[config.mk]
export PLATFORM = sky130hd
export DESIGN_NAME = telnet_option_responder_core_flat
export DESIGN_NICKNAME = d
export VERILOG_FILES = /design/src/design/tor_pkg.sv /design/src/design/tor_if.sv /design/src/design/tor_front.sv /design/src/design/tor_queue.sv /design/src/design/tor_back.sv /design/src/design/telnet_option_responder_core.sv /design/src/flat_wrapper.sv
export SDC_FILE = /design/constraint.sdc
export NUM_CORES = 1
export LEC_CHECK = 0
export BUFFER_PORTS_ARGS = -buffer_cell sky130_fd_sc_hd__buf_2
export CAP_MARGIN = 20
export CORE_MARGIN = 5
export CORE_UTILIZATION = 33
export CTS_CLUSTER_DIAMETER = 100
export CTS_CLUSTER_SIZE = 14
export DETAILED_ROUTE_END_ITERATION = 8
export GPL_TIMING_DRIVEN = 1
export PLACE_DENSITY_LB_ADDON = 0.2
export SLEW_MARGIN = 40
export SYNTH_ARGS = -nofsm -noshare
export SYNTH_HDL_FRONTEND = slang
export SYNTH_SLANG_ARGS = --single-unit
export TNS_END_PERCENT = 20
[constraint.sdc]
create_clock -name clk -period 4.2 [get_ports clk]
set_input_delay 0.63 -clock clk [delete_from_list [all_inputs] [get_ports clk]]
set_output_delay 0.63 -clock clk [all_outputs]
set_load 0.05 [all_outputs]
[src/design/tor_pkg.sv]
// package for the telnet option responder: byte codes, phase and descriptor types
// and the terminal-type reply table; no dependencies
`timescale 1ns / 1ps

package tor_pkg;

	localparam logic [7:0] ByteIac  = 8'd255;
	localparam logic [7:0] ByteDont = 8'd254;
	localparam logic [7:0] ByteDo   = 8'd253;
	localparam logic [7:0] ByteWont = 8'd252;
	localparam logic [7:0] ByteWill = 8'd251;
	localparam logic [7:0] ByteSb   = 8'd250;
	localparam logic [7:0] ByteSe   = 8'd240;

	localparam logic [7:0] OptEcho     = 8'd1;
	localparam logic [7:0] OptSuppress = 8'd3;
	localparam logic [7:0] OptTtype    = 8'd24;

	// default depth of the action queue between parser and emitter
	localparam int QueueDepth = 4;

	// reply byte index, wide enough for the ten-byte terminal-type reply
	localparam int IdxW = 4;
	localparam logic [IdxW-1:0] TripleLastIdx = IdxW'(2);
	localparam logic [IdxW-1:0] TtypeLastIdx  = IdxW'(9);

	typedef enum logic [1:0] {
		PH_DATA,
		PH_CMD,
		PH_OPT,
		PH_SKIP
	} phase_t;

	typedef enum logic [1:0] {
		ACT_TERM,
		ACT_TRIPLE,
		ACT_TTYPE
	} act_kind_t;

	// one queued action: what the emitter must send
	typedef struct packed {
		act_kind_t  kind;
		logic [7:0] verb;
		logic [7:0] arg;
	} act_t;

	function automatic logic [7:0] ttype_byte(input logic [IdxW-1:0] idx);
		logic [7:0] b;
		unique case (idx)
			4'd0:    b = ByteIac;
			4'd1:    b = ByteSb;
			4'd2:    b = OptTtype;
			4'd3:    b = 8'd0;
			4'd4:    b = 8'd65;
			4'd5:    b = 8'd78;
			4'd6:    b = 8'd83;
			4'd7:    b = 8'd73;
			4'd8:    b = ByteIac;
			4'd9:    b = ByteSe;
			default: b = 8'd0;
		endcase
		return b;
	endfunction

endpackage

[src/design/tor_if.sv]
// valid/ready channel interfaces for received bytes and emitted bytes
// depends on nothing
`timescale 1ns / 1ps

interface tor_in_if;
	logic       valid;
	logic       ready;
	logic [7:0] rx_byte;

	modport source (output valid, output rx_byte, input ready);
	modport sink (input valid, input rx_byte, output ready);
endinterface

interface tor_out_if;
	logic       valid;
	logic       ready;
	logic       dest;
	logic [7:0] data;
	logic       last;

	modport source (output valid, output dest, output data, output last, input ready);
	modport sink (input valid, input dest, input data, input last, output ready);
endinterface

[src/design/tor_front.sv]
// front end: telnet command parser that turns received bytes into queued actions
// depends on tor_pkg
`timescale 1ns / 1ps

module tor_front (
	input  logic          clk,
	input  logic          arst_n,
	input  logic          in_fire,
	input  logic [7:0]    rx_byte,
	output logic          push,
	output tor_pkg::act_t act
);
	import tor_pkg::*;

	phase_t     phase_q, phase_nxt;
	logic [7:0] held_command_q;
	logic       is_will_wont;

	assign is_will_wont = (held_command_q == ByteWill) || (held_command_q == ByteWont);

	always_comb begin
		phase_nxt = phase_q;
		unique case (phase_q)
			PH_DATA: begin
				if (rx_byte == ByteIac) phase_nxt = PH_CMD;
			end
			PH_CMD: phase_nxt = PH_OPT;
			PH_OPT: begin
				if (held_command_q == ByteSb && rx_byte != ByteSe) phase_nxt = PH_SKIP;
				else phase_nxt = PH_DATA;
			end
			PH_SKIP: begin
				if (rx_byte == ByteSe) phase_nxt = PH_DATA;
			end
			default: phase_nxt = PH_DATA;
		endcase
	end

	always_comb begin
		push     = 1'b0;
		act.kind = ACT_TERM;
		act.verb = ByteIac;
		act.arg  = rx_byte;
		unique case (phase_q)
			PH_DATA: push = in_fire && (rx_byte != ByteIac);
			PH_CMD:  push = 1'b0;
			PH_OPT: begin
				act.kind = ACT_TRIPLE;
				priority if (held_command_q == ByteDo &&
						(rx_byte == OptSuppress || rx_byte == OptTtype)) begin
					push     = in_fire;
					act.verb = ByteWill;
				end else if (is_will_wont && (rx_byte == OptEcho ||
						rx_byte == OptSuppress || rx_byte == OptTtype)) begin
					push     = in_fire;
					act.verb = ByteDo;
				end else if (is_will_wont) begin
					push     = in_fire;
					act.verb = ByteDont;
				end else if (held_command_q == ByteDo || held_command_q == ByteDont) begin
					push     = in_fire;
					act.verb = ByteWont;
				end else if (held_command_q == ByteSb && rx_byte == ByteSe) begin
					push     = in_fire;
					act.kind = ACT_TTYPE;
				end else begin
					push = 1'b0;
				end
			end
			PH_SKIP: begin
				act.kind = ACT_TTYPE;
				push     = in_fire && (rx_byte == ByteSe);
			end
			default: push = 1'b0;
		endcase
	end

	always_ff @(posedge clk or negedge arst_n) begin
		if (!arst_n) begin
			phase_q        <= PH_DATA;
			held_command_q <= 8'd0;
		end else if (in_fire) begin
			phase_q <= phase_nxt;
			if (phase_q == PH_CMD) held_command_q <= rx_byte;
		end
	end

endmodule

[src/design/tor_queue.sv]
// small register queue of actions between parser and emitter
// depends on tor_pkg
`timescale 1ns / 1ps

module tor_queue #(
	parameter int DEPTH = tor_pkg::QueueDepth
) (
	input  logic          clk,
	input  logic          arst_n,
	input  logic          push,
	input  tor_pkg::act_t push_act,
	input  logic          pop,
	output tor_pkg::act_t head,
	output logic          empty,
	output logic          full
);
	import tor_pkg::*;

	localparam int PtrW = (DEPTH > 1) ? $clog2(DEPTH) : 1;
	localparam int CntW = $clog2(DEPTH + 1);

	act_t            entry_q [DEPTH];
	logic [PtrW-1:0] wr_ptr_q, rd_ptr_q;
	logic [CntW-1:0] count_q;
	logic            do_push, do_pop;

	assign empty   = (count_q == CntW'(0));
	assign full    = (count_q == CntW'(DEPTH));
	assign do_push = push && !full;
	assign do_pop  = pop && !empty;
	assign head    = entry_q[rd_ptr_q];

	always_ff @(posedge clk) begin
		if (do_push) entry_q[wr_ptr_q] <= push_act;
	end

	always_ff @(posedge clk or negedge arst_n) begin
		if (!arst_n) begin
			wr_ptr_q <= '0;
			rd_ptr_q <= '0;
			count_q  <= '0;
		end else begin
			if (do_push) begin
				wr_ptr_q <= (wr_ptr_q == PtrW'(DEPTH - 1)) ? '0 : wr_ptr_q + PtrW'(1);
			end
			if (do_pop) begin
				rd_ptr_q <= (rd_ptr_q == PtrW'(DEPTH - 1)) ? '0 : rd_ptr_q + PtrW'(1);
			end
			if (do_push && !do_pop) count_q <= count_q + CntW'(1);
			else if (do_pop && !do_push) count_q <= count_q - CntW'(1);
		end
	end

endmodule

[src/design/tor_back.sv]
// back end: expands queued actions into output bytes through an output register
// depends on tor_pkg
`timescale 1ns / 1ps

module tor_back (
	input  logic          clk,
	input  logic          arst_n,
	input  tor_pkg::act_t head,
	input  logic          empty,
	output logic          pop,
	tor_out_if.source     tx
);
	import tor_pkg::*;

	logic [IdxW-1:0] idx_q;
	logic            out_valid_q;
	logic            out_dest_q;
	logic [7:0]      out_data_q;
	logic            out_last_q;
	logic            load;
	logic            byte_dest;
	logic [7:0]      byte_data;
	logic            byte_last;

	assign load = !empty && (!out_valid_q || tx.ready);
	assign pop  = load && byte_last;

	always_comb begin
		unique case (head.kind)
			ACT_TERM: begin
				byte_dest = 1'b0;
				byte_data = head.arg;
				byte_last = 1'b1;
			end
			ACT_TRIPLE: begin
				byte_dest = 1'b1;
				byte_last = (idx_q == TripleLastIdx);
				if (idx_q == IdxW'(0)) byte_data = ByteIac;
				else if (idx_q == IdxW'(1)) byte_data = head.verb;
				else byte_data = head.arg;
			end
			ACT_TTYPE: begin
				byte_dest = 1'b1;
				byte_data = ttype_byte(idx_q);
				byte_last = (idx_q == TtypeLastIdx);
			end
			default: begin
				byte_dest = 1'b1;
				byte_data = 8'd0;
				byte_last = 1'b1;
			end
		endcase
	end

	always_ff @(posedge clk or negedge arst_n) begin
		if (!arst_n) begin
			out_valid_q <= 1'b0;
			idx_q       <= '0;
		end else begin
			if (load) begin
				out_valid_q <= 1'b1;
				idx_q       <= byte_last ? '0 : idx_q + IdxW'(1);
			end else if (tx.ready) begin
				out_valid_q <= 1'b0;
			end
		end
	end

	always_ff @(posedge clk) begin
		if (load) begin
			out_dest_q <= byte_dest;
			out_data_q <= byte_data;
			out_last_q <= byte_last;
		end
	end

	assign tx.valid = out_valid_q;
	assign tx.dest  = out_dest_q;
	assign tx.data  = out_data_q;
	assign tx.last  = out_last_q;

endmodule

[src/design/telnet_option_responder_core.sv]
// Telnet option responder. Bytes from the server arrive on rx, one transaction each;
// results leave on tx as bytes tagged with dest (0 = local terminal, 1 = network reply)
// and last, which marks the final byte that one received byte causes. A parser in front
// tracks the IAC / command / option / subnegotiation-skip phase and pushes one action
// per reply into a small queue (QUEUE_DEPTH entries); an emitter behind it expands each
// action through an output register: a terminal byte is one output byte, a WILL/DO/DONT/
// WONT reply is three (IAC verb option), the terminal-type reply is ten. Plain data flows
// at one byte per cycle in and out while tx is ready. Replies occupy the emitter for
// three or ten output bytes, so rx stalls only once the queue has filled behind them;
// rx.ready is simply "queue not full". Commands other than WILL, WONT, DO, DONT and SB
// take their option byte and are dropped; inside a subnegotiation every byte is compared
// raw against SE. Depends on tor_pkg, tor_if, tor_front, tor_queue and tor_back.
`timescale 1ns / 1ps

module telnet_option_responder_core #(
	parameter int QUEUE_DEPTH = tor_pkg::QueueDepth
) (
	input  logic      clk,
	input  logic      arst_n,
	tor_in_if.sink    rx,
	tor_out_if.source tx
);
	import tor_pkg::*;

	logic in_fire;
	logic push;
	act_t push_act;
	logic pop;
	act_t head;
	logic empty;
	logic full;

	// input side only waits for space in the action queue
	assign rx.ready = !full;
	assign in_fire  = rx.valid && !full;

	// parser: phase tracking and reply classification
	tor_front u_front (
		.clk     (clk),
		.arst_n  (arst_n),
		.in_fire (in_fire),
		.rx_byte (rx.rx_byte),
		.push    (push),
		.act     (push_act)
	);

	// decouples parsing from reply emission
	tor_queue #(
		.DEPTH (QUEUE_DEPTH)
	) u_queue (
		.clk      (clk),
		.arst_n   (arst_n),
		.push     (push),
		.push_act (push_act),
		.pop      (pop),
		.head     (head),
		.empty    (empty),
		.full     (full)
	);

	// emitter: one output byte per cycle from the head action while tx is ready
	tor_back u_back (
		.clk    (clk),
		.arst_n (arst_n),
		.head   (head),
		.empty  (empty),
		.pop    (pop),
		.tx     (tx)
	);

endmodule

[src/flat_wrapper.sv]
// flat-port wrapper written by rule: the top's interface ports become plain ports
module telnet_option_responder_core_flat import tor_pkg::*;
#(
	parameter int QUEUE_DEPTH = tor_pkg::QueueDepth
)
  (clk, arst_n, rx_valid, rx_rx_byte, rx_ready, tx_valid, tx_dest, tx_data, tx_last, tx_ready);
  tor_in_if rx_i ();
  tor_out_if tx_i ();
  input  logic clk;
  input  logic arst_n;
  input wire logic [$bits(rx_i.valid)-1:0] rx_valid;
  input wire logic [$bits(rx_i.rx_byte)-1:0] rx_rx_byte;
  output wire logic [$bits(rx_i.ready)-1:0] rx_ready;
  output wire logic [$bits(tx_i.valid)-1:0] tx_valid;
  output wire logic [$bits(tx_i.dest)-1:0] tx_dest;
  output wire logic [$bits(tx_i.data)-1:0] tx_data;
  output wire logic [$bits(tx_i.last)-1:0] tx_last;
  input wire logic [$bits(tx_i.ready)-1:0] tx_ready;
  assign rx_i.valid = rx_valid;
  assign rx_i.rx_byte = rx_rx_byte;
  assign rx_ready = rx_i.ready;
  assign tx_valid = tx_i.valid;
  assign tx_dest = tx_i.dest;
  assign tx_data = tx_i.data;
  assign tx_last = tx_i.last;
  assign tx_i.ready = tx_ready;
  telnet_option_responder_core #(.QUEUE_DEPTH(QUEUE_DEPTH)) u_core (.clk(clk), .arst_n(arst_n), .rx(rx_i), .tx(tx_i));
endmodule
Word level (Yosys, flattened, before mapping)
Memories as Yosys holds them, arrays and structs flattened.
Index checks and enable logic that the tools add are counted.
Storage, ports and cells
  logic and storage cells: 109
  bits in writable memories: 72
  memories: 2
  bits of input ports: 12
  register bits after elaboration: 32
  bits in read-only memories: 128
Memory list
  (name not given): depth 16, width 8, read ports 1, clocked after Yosys merged registers in 0, wr ports 0, line tor_pkg.sv:49  | unique case (idx)
  u_core.u_queue.entry_q: depth 4, width 18, read ports 1, clocked after Yosys merged registers in 0, wr ports 1, line tor_queue.sv:22  | act_t entry_q [DEPTH];
Operators by class
  add/subtract/negate cells: 5
  eq/ne operators: 25
  mux-type cells: 35
  reduce and logical (&&, ||, !) cells: 32
Operators by type and width (count)
  8-bit == test (second input constant): 7
  2-bit two-way mux: 13
  8-bit two-way mux: 3
  8-bit case mux with 3 select lines: 1
  8-bit != test (second input constant): 2
  1-bit logical AND: 13
  2-bit == test (second input constant): 5
  1-bit two-way mux: 10
  3-bit two-way mux: 3
  8-bit by 1-bit == test with 1-bit output (second input constant): 1
  8-bit by 2-bit == test with 1-bit output (second input constant): 1
  8-bit by 5-bit == test with 1-bit output (second input constant): 1
  2-bit case mux with 4 select lines: 1
  1-bit logical OR: 6
  1-bit logical NOT: 5
  2-bit by 1-bit adder with 2-bit output (second input constant): 2
  4-bit by 1-bit adder with 4-bit output (second input constant): 1
  2-bit by 1-bit == test with 1-bit output (second input constant): 2
  4-bit by 1-bit == test with 1-bit output (second input constant): 1
  4-bit by 2-bit == test with 1-bit output (second input constant): 1
  4-bit == test (second input constant): 1
  2-bit logical NOT: 2
  4-bit logical NOT: 1
  4-bit two-way mux: 1
  other kinds (11): 13

Depth between registers and ports, before layout
  word-level depth: 14
  depth in mapped cells: 16
  gate-level depth less buffers: 14

Cells and area by module
From an unflattened synthesis, not the netlist that was laid out.
Unflattened totals
  cells, all modules: 332
  area, all modules: 4946.0 µm²
By module, submodules not included
  tor_queue: cells each 131, sequential area each 2337.2 µm², area each 3046.7 µm², instances 1
  tor_back: cells each 116, sequential area each 425.4 µm², area each 1061.0 µm², instances 1
  tor_front: cells each 83, sequential area each 250.2 µm², area each 828.3 µm², instances 1
  telnet_option_responder_core: cells each 2, sequential area each 0.0 µm², area each 10.0 µm², instances 1

Worst setup path before layout
No wires, ideal clock.
  path kind: reg-to-reg
  start point: register u_core.u_queue.rd_ptr_q[0]
  end point: register u_core.u_queue.count_q[1]
  stages on the path, launching flop included: 15
  slack: 751 ps
  arrival time: 3324 ps
  setup time: 125 ps
  cell sequence: dfrtp_1 -> buf_2 -> buf_2 -> mux4_2 -> inv_1 -> ha_1 -> and4b_1 -> a31oi_1 -> o21ai_1 -> and2_1 -> inv_1 -> ha_1 -> inv_1 -> fa_1 -> mux2_2
On the way
  word-level cells in the longest chain between the ends: 8
  elaborated cells on any way between the ends: 11
  those cells by class: 2 x eq/ne; 2 x mux; 6 x reduce/logical; 1 x memory
RTL lines
  start, declared: line tor_queue.sv:23  | logic [PtrW-1:0] wr_ptr_q, rd_ptr_q;
  start signal, assigned: line tor_queue.sv:47  | rd_ptr_q <= (rd_ptr_q == PtrW'(DEPTH - 1)) ? '0 : rd_ptr_q + PtrW'(1);
  memory read 4 x 18 bit (*)
  2-bit == test or 2-bit by 1-bit == test with 1-bit output (tied branches): line tor_back.sv:29  | unique case (head.kind)
  1-bit case mux with 2 select lines (*): line tor_back.sv:29
  named net u_core.u_back.byte_last: line tor_back.sv:23  | logic byte_last;
  1-bit logical AND (*): line tor_back.sv:26  | assign pop = load && byte_last;
  1-bit logical AND (*): line tor_queue.sv:30  | assign do_pop = pop && !empty;
  1-bit logical NOT: line tor_queue.sv:49  | if (do_push && !do_pop) count_q <= count_q + CntW'(1);
  1-bit logical AND: line tor_queue.sv:49
  3-bit two-way mux or 2-bit nonzero test (tied branches)
  end signal, assigned: line tor_queue.sv:49
  end signal, assigned: line tor_queue.sv:50  | else if (do_pop && !do_push) count_q <= count_q - CntW'(1);
  end, declared: line tor_queue.sv:24  | logic [CntW-1:0] count_q;
The timed path passes the listed nets; every way through them passes the cells marked *.
A chain may end at the register's enable or synchronous reset.

Worst setup path after layout
  start point: register u_core.u_queue.rd_ptr_q[1]
  end point: register u_core.u_queue.count_q[1]
Same word-level chain as after synthesis.

==> results by group <==
Floorplan
  • Top Ports: 24
  • Die Ht: 120 µm
  • Initial Util: between 30% and 40%
  • Core area: between 10000 and 15000 µm²
  • Site row count: 40
  • Die area: around 14000 µm²
  • DIE WIDTH: around 120 µm

Placement
  • Place WS: roughly 0.65 ns
  • Gpl congestion: around 0.82
  • Port buffer count: 23
  • Hpwl dp: 5.34 mm
  • Dpl cell area: 4280 µm²

Yosys
  • Syn Inst Count: about 280
  • Yosys Warn Count: 0
  • Post-synth EDFFs: 62
  • Post-synth top cells: edfxtp_1 (62), dfrtp_1 (22), ha_1 (18)
  • Mapped Area: roughly 4000 µm²
  • Mean area per synthesized cell: ~14 µm²
  • Netlist cell types: between 40 and 50
  • Synthesized net count: 309
  • Synth area leader: edfxtp_1
  • Most frequent cell after synthesis: edfxtp_1
  • #FFs+latches synth: 84
  • Post-synth top flop: edfxtp_1
  • Synth top area cells: edfxtp_1 (47%), dfrtp_1 (14%), mux4_2 (7.3%)
  • Seq/Total Area, Yosys: between 60% and 70%
  • Top-area cell type share of the netlist area: 46.6%
  • Asr flop ratio synth: approximately a quarter

Power and ir drop
  • Sw frac: 36.8%
  • Worst vdd ir: approximately 0.00027 V
  • Final Power: ~0.0036 W
  • Sw Pwr: 0.00133 W
  • Internal power: about 0.0023 W
  • Power Dens Cells: about 790 nW/µm²
  • Power share of the sequential group: between 30% and 40%
  • Static Leak: between 1.5 and 2 nW
  • Comb power frac: 39.5%
  • Clk network pwr share: between 20% and 30%

Timing
  • Final setup fails: 0
  • Period utilisation layout: between 80% and 90%
  • Final Critical Period: approximately 3.6 ns
  • Final worst slack: ~0.65 ns
  • Final hold violations: 0
  • Setup_tns: 0 ns
  • Worst slew pin tran: 0.637 ns
  • Clk_skew: roughly 0.0053 ns
  • RSZ-0062 raised after global routing: false
  • Max-slew violations: 0
  • Fmax: 282 MHz
  • Max_slew headroom: a little under three fifths

Clock tree
  • # clock sinks: 84
  • TritonCTS clock tree: built
  • Later-pin clock latency in the skew report: between 0.3 and 0.4 ns
  • Clock transition at path regs: about 0.060 ns
  • Total CTS buffers: 9
  • Gates resized, CTS repair: 0
  • H-tree Lvls: 3
  • Post-CTS setup buffers: 0
  • Hold Buf Count CTS: 0
  • CTS root buffer: clkbuf_16
  • CTS Buffer Depth: 2

Critical path
  • Worst path arrival time: ~3.8 ns
  • Nature of the critical path endpoint: flop
  • Required @ worst endpoint: around 4.4 ns
  • Worst Path Class, Setup: flop to flop
  • CP Launch Type: flop
  • Crit-path max FO: 15

Routing
  • Initial DRT Pass Iterations: 4
  • Routed wire length: ~7.6 mm
  • Iter 0 DRT Violations: 240
  • Via count: 2288
  • Remaining DRCs: 0
  • Vias/cell: between 4 and 5
  • Wire per inst: 16.6 µm
  • Post-DRT Antenna Nets: 0

Hold path
  • HP Class: primary input to asynchronous set/reset pin

Global routing
  • Global-route usage over all layers: a little under an eighth
  • Vias in the first global route: between 2000 and 2500
  • Initial antenna violation count: 0
  • Grt ovf: 0
  • Largest net degree at the start of global routing: 23
  • First-pass GRT wire length: approximately 13 mm

Finish
  • Syn-to-layout area delta: 15.1%
  • Post-Layout Inst Area: approximately 4600 µm²
  • Final #Nets: 337
  • # diodes: 0
  • Layout cells sized above 1: a little under a quarter
  • Post-layout util: 38.4%

Job
  • Max-cap violations: 0

Status
  • Status: complete, no violations
-- placed cells by master, fill, tap and decap left out, types with 9 or more instances in the layout --
master / n
buf_2: 23
a21oi_1: 11
mux4_2: 13
ha_1: 18
nand2_1: 17
dfrtp_1: 22
o21ai_0: 10
nor2_1: 11
clkbuf_16: 9
mux2_2: 11
inv_1: 16
edfxtp_1: 62
-- power by group through the flow --
stage	combinational [W]	sequential [W]	clock [W]
6_report	0.00143	0.00136	0.000834
3_3_place_gp	0.00143	0.00137	0
2_1_floorplan	0.000988	0.00149	0
4_1_cts	0.00145	0.00136	0.000865
5_1_grt	0.00159	0.00140	0.000899
3_5_place_dp	0.00144	0.00138	0
-- metal layers --
layer,vias to the layer above,GRT usage [%],wire length (µm)
li1,1120,-,-
met1,1111,14.5,3480
met2,46,18.9,3700
met3,11,3.39,299
met4,0,3.87,114
met5,-,0,0
-- cell families after synthesis --
kind of cell / count (synthesis) / synth area share, %
mux: 26 / 11.2
simple gates: 65 / 9.33
xor+xnor: 4 / 0.877
flops: 84 / 60.4
buf+inv: 25 / 2.44
compound gates: 55 / 9.65
fa+ha+maj: 19 / 6.14
-- metrics by stage --
| stage | hold WS [ns] | instances |
|---|---|---|
| floorplan | 0.334 | 278 |
| global placement | 0.470 | 442 |
| detailed placement | 0.482 | 442 |
| CTS | 0.313 | 458 |
| global route | 0.355 | 458 |
| finish | 0.279 | 458 |
-- area by class of cell --
type / count / area [µm²]
fill: 1121 / 7360
multi-input combinational: 169 / 1490
inverter: 16 / 60.1
tap: 147 / 184
sequential: 84 / 2410
clock buffer: 11 / 233
clock inverter: 5 / 85.1
timing repair buffer: 26 / 138
-- registers in the layout (all words and copies together), names as in the netlist --
register                       flops
u_core.u_front.held_command_q      8
u_core.u_back.idx_q                4
u_core.u_back.tx.valid             1
u_core.u_back.tx.dest              1
u_core.u_queue.wr_ptr_q            2
u_core.u_back.tx.last              1
u_core.u_queue.entry_q            52
u_core.u_front.phase_q             2
u_core.u_queue.count_q             3
u_core.u_queue.rd_ptr_q            2
u_core.u_back.tx.data              8
-- critical path: stages, from the launching register on --
cell	delay, ns
dfrtp_1	0.74
mux4_2	0.43
inv_1	0.10
ha_1	0.26
and4b_1	0.21
a31oi_1	0.04
o21ai_1	0.36
and2_1	0.27
inv_1	0.06
ha_1	0.20
inv_1	0.07
fa_1	0.40
mux2_2	0.27
-- worst paths after layout --
path	startpoint	end	slack (ns)	cells past startpoint
max	u_core.u_queue.rd_ptr_q[1]$_DFFE_PN0P_	u_core.u_queue.count_q[1]$_DFFE_PN0P_	0.65	12
min	arst_n	u_core.u_back.idx_q[1]$_DFFE_PN0P_	0.28	1
max reg2reg	u_core.u_queue.rd_ptr_q[1]$_DFFE_PN0P_	u_core.u_queue.count_q[1]$_DFFE_PN0P_	0.65	12
min reg2reg	u_core.u_back.tx.valid$_DFFE_PN0P_	u_core.u_back.tx.valid$_DFFE_PN0P_	0.49	2
max in group asynchronous	arst_n	u_core.u_front.held_command_q[7]$_DFFE_PN0P_	3.55	1
min in group clk	u_core.u_back.tx.valid$_DFFE_PN0P_	u_core.u_back.tx.valid$_DFFE_PN0P_	0.49	2
(Power assumes the default switching activity.)
